==> src/pedsd_pkg.sv <==
package pedsd_pkg;

  localparam int AccelW   = 16;
  localparam int AngleW   = 16;
  localparam int ThrAngW  = 15;
  localparam int TimeW    = 32;
  localparam int MsCfgW   = 16;
  localparam int CountW   = 16;
  localparam int ShownW   = 17;
  localparam int SquareW  = 32;
  localparam int AddrW    = 5;
  localparam int DataW    = 32;

  localparam logic [AccelW-1:0]  AccelThrReset   = 16'd5000;
  localparam logic [ThrAngW-1:0] PitchThrReset   = 15'd3277;
  localparam logic [ThrAngW-1:0] RollThrReset    = 15'd15565;
  localparam logic [MsCfgW-1:0]  RefractoryReset = 16'd500;
  localparam logic [MsCfgW-1:0]  HoldoffReset    = 16'd1000;

  localparam logic [CountW-1:0]  CountMax = {CountW{1'b1}};

  // register index, taken from paddr[4:2]
  localparam logic [2:0] REG_ACCEL_THR  = 3'd0;
  localparam logic [2:0] REG_PITCH_THR  = 3'd1;
  localparam logic [2:0] REG_ROLL_THR   = 3'd2;
  localparam logic [2:0] REG_REFRACTORY = 3'd3;
  localparam logic [2:0] REG_HOLDOFF    = 3'd4;

endpackage

==> src/pedsd_if.sv <==
interface pedsd_sample_if;
  logic                                 valid;
  logic                                 ready;
  logic signed [pedsd_pkg::AccelW-1:0]  accel_x;
  logic signed [pedsd_pkg::AccelW-1:0]  accel_y;
  logic signed [pedsd_pkg::AccelW-1:0]  accel_z;
  logic signed [pedsd_pkg::AngleW-1:0]  pitch;
  logic signed [pedsd_pkg::AngleW-1:0]  roll;
  logic        [pedsd_pkg::TimeW-1:0]   now_ms;

  modport source (output valid, accel_x, accel_y, accel_z, pitch, roll, now_ms,
                  input ready);
  modport sink   (input valid, accel_x, accel_y, accel_z, pitch, roll, now_ms,
                  output ready);
endinterface

interface pedsd_result_if;
  logic                               valid;
  logic                               ready;
  logic                               counting;
  logic                               step_seen;
  logic                               ignored;
  logic [pedsd_pkg::ShownW-1:0]       steps_shown;
  logic [pedsd_pkg::TimeW-1:0]        elapsed_ms;

  modport source (output valid, counting, step_seen, ignored, steps_shown, elapsed_ms,
                  input ready);
  modport sink   (input valid, counting, step_seen, ignored, steps_shown, elapsed_ms,
                  output ready);
endinterface

==> src/pedometer_step_detector.sv <==
// Sample path: input register, then result register; squares, compares and
//   the step/holdoff update all sit between the two registers.
// Throughput: one sample per cycle; a stalled result holds the input register,
//   and input ready follows result ready within the same cycle.
// Reset (rst, synchronous): both registers empty, all tracking state cleared,
//   configuration registers back to their default thresholds.
module pedometer_step_detector (
  input  logic                          clk,
  input  logic                          rst,
  pedsd_sample_if.sink                  sample,
  pedsd_result_if.source                result,
  input  logic                          psel,
  input  logic                          penable,
  input  logic                          pwrite,
  input  logic [pedsd_pkg::AddrW-1:0]   paddr,
  input  logic [pedsd_pkg::DataW-1:0]   pwdata,
  output logic [pedsd_pkg::DataW-1:0]   prdata,
  output logic                          pready
);

  function automatic logic [pedsd_pkg::AngleW-1:0] abs16(
      input logic signed [pedsd_pkg::AngleW-1:0] v);
    return v[pedsd_pkg::AngleW-1] ? pedsd_pkg::AngleW'(-v) : $unsigned(v);
  endfunction

  function automatic logic [pedsd_pkg::SquareW-1:0] square16(
      input logic signed [pedsd_pkg::AccelW-1:0] v);
    logic [pedsd_pkg::SquareW-1:0] m;
    m = pedsd_pkg::SquareW'(abs16(v));
    return m * m;
  endfunction

  // configuration
  logic [pedsd_pkg::AccelW-1:0]  accel_threshold;
  logic [pedsd_pkg::ThrAngW-1:0] pitch_threshold;
  logic [pedsd_pkg::ThrAngW-1:0] roll_threshold;
  logic [pedsd_pkg::MsCfgW-1:0]  refractory_ms;
  logic [pedsd_pkg::MsCfgW-1:0]  toggle_holdoff_ms;
  logic [pedsd_pkg::SquareW-1:0] thr2;
  logic                          cfg_wr;
  logic [2:0]                    cfg_idx;

  assign pready  = 1'b1;
  assign cfg_wr  = psel && penable && pwrite;
  assign cfg_idx = paddr[4:2];

  always_ff @(posedge clk) begin
    if (rst) begin
      accel_threshold   <= pedsd_pkg::AccelThrReset;
      pitch_threshold   <= pedsd_pkg::PitchThrReset;
      roll_threshold    <= pedsd_pkg::RollThrReset;
      refractory_ms     <= pedsd_pkg::RefractoryReset;
      toggle_holdoff_ms <= pedsd_pkg::HoldoffReset;
    end else if (cfg_wr) begin
      unique case (cfg_idx)
        pedsd_pkg::REG_ACCEL_THR:  accel_threshold   <= pwdata[15:0];
        pedsd_pkg::REG_PITCH_THR:  pitch_threshold   <= pwdata[14:0];
        pedsd_pkg::REG_ROLL_THR:   roll_threshold    <= pwdata[14:0];
        pedsd_pkg::REG_REFRACTORY: refractory_ms     <= pwdata[15:0];
        pedsd_pkg::REG_HOLDOFF:    toggle_holdoff_ms <= pwdata[15:0];
        default: ;
      endcase
    end
  end

  always_comb begin
    unique case (cfg_idx)
      pedsd_pkg::REG_ACCEL_THR:  prdata = 32'(accel_threshold);
      pedsd_pkg::REG_PITCH_THR:  prdata = 32'(pitch_threshold);
      pedsd_pkg::REG_ROLL_THR:   prdata = 32'(roll_threshold);
      pedsd_pkg::REG_REFRACTORY: prdata = 32'(refractory_ms);
      pedsd_pkg::REG_HOLDOFF:    prdata = 32'(toggle_holdoff_ms);
      default:                   prdata = '0;
    endcase
  end

  assign thr2 = pedsd_pkg::SquareW'(accel_threshold) * pedsd_pkg::SquareW'(accel_threshold);

  // handshake: input register and result register
  logic va, vo;
  logic rdy_a, rdy_o;
  logic fire_a;

  assign rdy_o = !vo || result.ready;
  assign rdy_a = !va || rdy_o;
  assign sample.ready = rdy_a;
  assign fire_a = va && rdy_o;

  always_ff @(posedge clk) begin
    if (rst) begin
      va <= 1'b0;
      vo <= 1'b0;
    end else begin
      if (rdy_a) va <= sample.valid;
      if (rdy_o) vo <= va;
    end
  end

  // input register
  logic signed [pedsd_pkg::AccelW-1:0] a_x, a_y, a_z;
  logic signed [pedsd_pkg::AngleW-1:0] a_pitch, a_roll;
  logic        [pedsd_pkg::TimeW-1:0]  a_now;

  always_ff @(posedge clk) begin
    if (rdy_a && sample.valid) begin
      a_x     <= sample.accel_x;
      a_y     <= sample.accel_y;
      a_z     <= sample.accel_z;
      a_pitch <= sample.pitch;
      a_roll  <= sample.roll;
      a_now   <= sample.now_ms;
    end
  end

  // threshold compares; sum of three squares stays below 2^32
  logic [pedsd_pkg::SquareW-1:0] sq_x, sq_y, sq_z, mag2;
  logic                          above, pitch_ok, roll_hit;

  assign sq_x     = square16(a_x);
  assign sq_y     = square16(a_y);
  assign sq_z     = square16(a_z);
  assign mag2     = sq_x + sq_y + sq_z;
  assign above    = mag2 > thr2;
  assign pitch_ok = abs16(a_pitch) > pedsd_pkg::AngleW'(pitch_threshold);
  assign roll_hit = abs16(a_roll) > pedsd_pkg::AngleW'(roll_threshold);

  // tracking state
  logic                         counting_on, was_above, holdoff_active;
  logic [pedsd_pkg::CountW-1:0] step_total;
  logic [pedsd_pkg::TimeW-1:0]  last_step_ms, first_step_ms, elapsed_time;
  logic [pedsd_pkg::TimeW-1:0]  holdoff_start_ms;

  logic                         counting_on_next, was_above_next, holdoff_active_next;
  logic [pedsd_pkg::CountW-1:0] step_total_next;
  logic [pedsd_pkg::TimeW-1:0]  last_step_ms_next, first_step_ms_next;
  logic [pedsd_pkg::TimeW-1:0]  elapsed_time_next, holdoff_start_ms_next;
  logic                         ign, step;

  logic [pedsd_pkg::TimeW-1:0]  since_holdoff, since_step;
  logic                         clear;
  logic [pedsd_pkg::CountW-1:0] total_base;
  logic [pedsd_pkg::TimeW-1:0]  first_base;

  assign since_holdoff = a_now - holdoff_start_ms;
  assign since_step    = a_now - last_step_ms;

  always_comb begin
    ign = holdoff_active && (since_holdoff < 32'(toggle_holdoff_ms));

    counting_on_next      = counting_on;
    was_above_next        = was_above;
    holdoff_active_next   = holdoff_active;
    holdoff_start_ms_next = holdoff_start_ms;
    step_total_next       = step_total;
    last_step_ms_next     = last_step_ms;
    first_step_ms_next    = first_step_ms;
    elapsed_time_next     = elapsed_time;
    step                  = 1'b0;
    clear                 = 1'b0;
    total_base            = step_total;
    first_base            = first_step_ms;

    if (!ign) begin
      holdoff_active_next = 1'b0;
      if (roll_hit) begin
        counting_on_next      = !counting_on;
        clear                 = !counting_on;
        holdoff_active_next   = 1'b1;
        holdoff_start_ms_next = a_now;
      end
      // switching on starts a fresh session
      if (clear) begin
        total_base        = '0;
        first_base        = '0;
        elapsed_time_next = '0;
      end
      step = counting_on_next && above && !was_above && pitch_ok
             && (since_step > 32'(refractory_ms));
      step_total_next    = (step && total_base != pedsd_pkg::CountMax) ?
                           total_base + 1'b1 : total_base;
      first_step_ms_next = (step && total_base == '0) ? a_now : first_base;
      if (step) last_step_ms_next = a_now;
      if (counting_on_next && step_total_next != '0) begin
        elapsed_time_next = a_now - first_step_ms_next;
      end
      was_above_next = above;
    end
  end

  always_ff @(posedge clk) begin
    if (rst) begin
      counting_on      <= 1'b0;
      was_above        <= 1'b0;
      holdoff_active   <= 1'b0;
      holdoff_start_ms <= '0;
      step_total       <= '0;
      last_step_ms     <= '0;
      first_step_ms    <= '0;
      elapsed_time     <= '0;
    end else if (fire_a) begin
      counting_on      <= counting_on_next;
      was_above        <= was_above_next;
      holdoff_active   <= holdoff_active_next;
      holdoff_start_ms <= holdoff_start_ms_next;
      step_total       <= step_total_next;
      last_step_ms     <= last_step_ms_next;
      first_step_ms    <= first_step_ms_next;
      elapsed_time     <= elapsed_time_next;
    end
  end

  // result register
  always_ff @(posedge clk) begin
    if (fire_a) begin
      result.counting    <= counting_on_next;
      result.step_seen   <= step;
      result.ignored     <= ign;
      result.steps_shown <= {step_total_next, 1'b0};
      result.elapsed_ms  <= elapsed_time_next;
    end
  end

  assign result.valid = vo;

  // checks
  a_ign_no_step: assert property (@(posedge clk) disable iff (rst)
    result.valid && result.ignored |-> !result.step_seen)
    else $error("step reported on a sample inside the holdoff");

  a_step_needs_counting: assert property (@(posedge clk) disable iff (rst)
    result.valid && result.step_seen |-> result.counting)
    else $error("step reported while counting is off");

  a_ign_holds_count: assert property (@(posedge clk) disable iff (rst)
    fire_a && ign |=> $stable(step_total) && $stable(counting_on))
    else $error("ignored sample changed the count or counting state");

  a_reset_empty: assert property (@(posedge clk)
    rst |=> !vo && !va)
    else $error("pipeline not empty after reset");

endmodule

==> src/flat_wrapper.sv <==
// flat-port wrapper written by rule: the top's interface ports become plain ports
module pedometer_step_detector_flat 
  (clk, rst, psel, penable, pwrite, paddr, pwdata, prdata, pready, sample_valid, sample_accel_x, sample_accel_y, sample_accel_z, sample_pitch, sample_roll, sample_now_ms, sample_ready, result_valid, result_counting, result_step_seen, result_ignored, result_steps_shown, result_elapsed_ms, result_ready);
  pedsd_sample_if sample_i ();
  pedsd_result_if result_i ();
  input  logic clk;
  input  logic rst;
  input  logic psel;
  input  logic penable;
  input  logic pwrite;
  input  logic [pedsd_pkg::AddrW-1:0] paddr;
  input  logic [pedsd_pkg::DataW-1:0] pwdata;
  output logic [pedsd_pkg::DataW-1:0] prdata;
  output logic pready;
  input wire logic [$bits(sample_i.valid)-1:0] sample_valid;
  input wire logic [$bits(sample_i.accel_x)-1:0] sample_accel_x;
  input wire logic [$bits(sample_i.accel_y)-1:0] sample_accel_y;
  input wire logic [$bits(sample_i.accel_z)-1:0] sample_accel_z;
  input wire logic [$bits(sample_i.pitch)-1:0] sample_pitch;
  input wire logic [$bits(sample_i.roll)-1:0] sample_roll;
  input wire logic [$bits(sample_i.now_ms)-1:0] sample_now_ms;
  output wire logic [$bits(sample_i.ready)-1:0] sample_ready;
  output wire logic [$bits(result_i.valid)-1:0] result_valid;
  output wire logic [$bits(result_i.counting)-1:0] result_counting;
  output wire logic [$bits(result_i.step_seen)-1:0] result_step_seen;
  output wire logic [$bits(result_i.ignored)-1:0] result_ignored;
  output wire logic [$bits(result_i.steps_shown)-1:0] result_steps_shown;
  output wire logic [$bits(result_i.elapsed_ms)-1:0] result_elapsed_ms;
  input wire logic [$bits(result_i.ready)-1:0] result_ready;
  assign sample_i.valid = sample_valid;
  assign sample_i.accel_x = sample_accel_x;
  assign sample_i.accel_y = sample_accel_y;
  assign sample_i.accel_z = sample_accel_z;
  assign sample_i.pitch = sample_pitch;
  assign sample_i.roll = sample_roll;
  assign sample_i.now_ms = sample_now_ms;
  assign sample_ready = sample_i.ready;
  assign result_valid = result_i.valid;
  assign result_counting = result_i.counting;
  assign result_step_seen = result_i.step_seen;
  assign result_ignored = result_i.ignored;
  assign result_steps_shown = result_i.steps_shown;
  assign result_elapsed_ms = result_i.elapsed_ms;
  assign result_i.ready = result_ready;
  pedometer_step_detector u_core (.clk(clk), .rst(rst), .sample(sample_i), .result(result_i), .psel(psel), .penable(penable), .pwrite(pwrite), .paddr(paddr), .pwdata(pwdata), .prdata(prdata), .pready(pready));
endmodule
==> config.mk <==
export PLATFORM = sky130hd
export DESIGN_NAME = pedometer_step_detector_flat
export DESIGN_NICKNAME = d
export VERILOG_FILES = /design/src/pedsd_pkg.sv /design/src/pedsd_if.sv /design/src/pedometer_step_detector.sv /design/src/flat_wrapper.sv
export SDC_FILE = /design/constraint.sdc
export NUM_CORES = 2
export LEC_CHECK = 0
export BUFFER_PORTS_ARGS = -buffer_cell sky130_fd_sc_hd__buf_2
export CORE_MARGIN = 5
export CORE_UTILIZATION = 30
export DETAILED_ROUTE_END_ITERATION = 8
export PLACE_DENSITY = 0.55
export SETUP_SLACK_MARGIN = 0.05
export SLEW_MARGIN = 20
export SYNTH_ARGS = -nofsm -noshare
export SYNTH_HDL_FRONTEND = slang
export SYNTH_SLANG_ARGS = --single-unit
export TNS_END_PERCENT = 5
==> constraint.sdc <==
create_clock -name clk -period 14.55 [get_ports clk]
set_input_delay 2.91 -clock clk [delete_from_list [all_inputs] [get_ports clk]]
set_output_delay 2.91 -clock clk [all_outputs]
set_load 0.01 [all_outputs]
==> flow_summary.ini <==
[worst_setup_path]
arrival_ns = 15.27
r2r-end = u_core.result.elapsed_ms[11]
cp.required_ns = 14.95
r2r_start = u_core.a_x[3]
crit_end = u_core.result.elapsed_ms[11]
regToRegSetupSlack_ns = -0.31
cpMostUsedCell = buf_4
cp_slowest_cell = or4_4
crit_path_start_kind = flop
crit_fanout = 11
worstSetupPathType = reg -> reg
reg2reg_depth = 69
cpPeakStageDelay_ns = 0.62
crit_start = u_core.a_x[3]
end_kind = flop

[timing]
rsz0062_at_grt = true
fin_ws_ns = -0.314
slew-limit-headroom = 0.265
finalCritPeriodShare = 1.02
finClkSkew_ns = 0.0707
period_needed_ns = 14.86
worst_pin_slew_ns = 1.10
setup_violations = 10
timing.fmax_mhz = 67.3
slew_violations = 0
final-hold-violation-count = 0

[synth]
synth.avg_cell_area_sq_um = 9.08
synth_top_cell_area_share = 0.294
synthCells = 5814
synth_ff_type = dfxtp_1
yosysUniqueCellTypes = 89
ys_top_cells_by_count = inv_1 (1260), fa_1 (776), ha_1 (547), nand2_1 (506), nor2_1 (481)
synth_seq_area_share = 0.179
yosys_warnings = 0
ys_async_sr_fraction = 0
synth_edf_count = 163
netlist_top_cells_area = fa_1 (29%), ha_1 (13%), edfxtp_1 (9.3%), inv_1 (9.0%), dfxtp_1 (8.6%)
synth_area_sq_um = 52800
yosysTopAreaCell = fa_1
synth-seq-cells = 390
synth.most_common_cell = inv_1

[global_route]
antenna_found_initial = 2
globalRouteOverflowTotal = 0
grt_pass1_vias = 43400
grt_max_degree = 105
track_usage = 0.159
grt_pass1_wl_um = 234000

[final_layout]
drive_gt1_frac = 0.146
fin_util = 0.355
finalInstanceArea_sq_um = 62400
nNetsFinal = 7929
area_delta_synth_final_pct = 18.1

[detailed_routing]
dr_total_vias = 41100
drt_iter0_drc = 2089
vias_per_cell = 4.66
dr.pass1.iters = 5
drc = 0
wl_per_cell_um = 16.6
routed_wl_um = 147000
antenna_left = 0

[die]
die_x_um = 430
pin_count = 243
dieArea_sq_um = 185000
die-height_um = 430
rows = 154
initial_utilization = 0.301
coreArea_sq_um = 176000

[flow_run]
maxCapViolations = 0

[clocking]
clock_path_buffers = 3
cts_buffers = 50
cts_sinks = 390
cts_tree = built
clk_pin_slew_ns = 0.06
cts-root-buf = clkbuf_16
clk_latency_ns = 0.66
h-tree-depth = 2

[placed_design]
dp.final_hpwl_um = 122000
placed_cell_area_sq_um = 59900
numPortBuffers = 206
gp_congestion = 0.906

[status]
violations = negative setup slack
status = complete, but fails checks

[worst_hold_path]
hold_class = reg -> reg
## layout make-up
cell class / count / area, sq um
fill: 18000 / 113000
tap: 2340 / 2930
timing repair buffer: 729 / 5020
inverter: 1279 / 4800
clock inverter: 33 / 428
sequential: 390 / 9440
multi-input combinational: 4000 / 38400
antenna: 3 / 7.51
clock buffer: 60 / 1360
## cell families (layout without fill, tap and decap cells)
kind of cell	count (synthesis)	count (layout)	synth area share
buffers and inverters	1478	2101	0.108
AND/OR/NAND/NOR	1453	1453	0.125
adder cells (fa/ha/maj)	1323	1323	0.424
AO/OA/AOI/OAI	799	799	0.0995
flip-flops	390	390	0.179
XOR/XNOR	226	226	0.0375
multiplexers	143	143	0.0275
other	2	59	0.000142
## how the worst min path moves through the flow
stage,from,depth (start not counted),slack (ns),to
2_1_floorplan,u_core.elapsed_time[11],2,0.43,u_core.elapsed_time[11]
6_report,u_core.was_above,2,0.46,u_core.was_above
3_5_place_dp,u_core.was_above,2,0.45,u_core.was_above
5_1_grt,u_core.elapsed_time[13],2,0.47,u_core.elapsed_time[13]
3_3_place_gp,u_core.elapsed_time[31],2,0.44,u_core.elapsed_time[31]
4_1_cts,u_core.was_above,2,0.45,u_core.was_above
## placed cells by master (no fill, tap or decap), drive strengths merged, types with 60 or more instances in the layout
cell type  count
mux2i        137
a21oi        250
inv         1269
ha           547
buf          729
edfxtp       163
and2          61
nor2         481
nand2        506
xnor2        143
clkbuf        60
xor2          83
o21ai        136
nor3          63
a21o          83
dfxtp        227
fa           776
## what timing repair did
| item | 4_1_cts | 5_1_grt |
|---|---|---|
| setup buffers | 19 | 10 |
| hold buffers | 0 | 0 |
| pin swaps | 26 | 36 |
| resized for setup | 51 | 45 |
| setup endpoints to repair | 33 | 39 |
## worst max-delay path: cells and delay by family (launching register included)
family	cells	cell delay [ns]
and+or+nand+nor	17	4.29
buffers and inverters	25	2.49
DFF	1	0.39
AOI/OAI and AO/OA	11	1.67
xor gates and xnor gates	3	0.43
muxes	1	0.08
adders and majority gates	12	5.30
## per-stage QoR
stage / hold WS (ns) / std cells / worst slack [ns] / TNS [ns]
after floorplan: 0.432 / 5868 / 0.0568 / 0
after detailed placement: 0.447 / 8709 / -0.775 / -12.40
final: 0.456 / 8834 / -0.314 / -1.17
after CTS: 0.454 / 8821 / -0.299 / -2.27
after global routing: 0.470 / 8833 / -0.977 / -19.28
after global placement: 0.441 / 8709 / -0.677 / -9.52
## flip-flops by register name (all words and copies together), names as in the netlist, 15 cells and up
signal	cells
u_core.a_y	16
u_core.holdoff_start_ms	32
u_core.refractory_ms	16
u_core.step_total	16
u_core.a_z	16
u_core.a_roll	16
u_core.a_x	16
u_core.result.steps_shown	16
u_core.elapsed_time	32
u_core.last_step_ms	32
u_core.a_pitch	16
u_core.toggle_holdoff_ms	16
u_core.a_now	32
u_core.result.elapsed_ms	32
u_core.accel_threshold	16
u_core.pitch_threshold	15
u_core.roll_threshold	15
u_core.first_step_ms	32
## routing by layer
metal / part of all wire / up-vias / GRT usage / routed length, um
li1: - / 19800 / - / -
met1: 0.41 / 20500 / 0.196 / 60600
met2: 0.52 / 706 / 0.293 / 76200
met3: 0.036 / 139 / 0.0151 / 5280
met4: 0.032 / 0 / 0.0465 / 4640
met5: 0 / - / 0 / 0
Power is left out: the tool's default activity adds up to more than one toggle a clock period on the data nets, which glitch-free logic cannot reach.
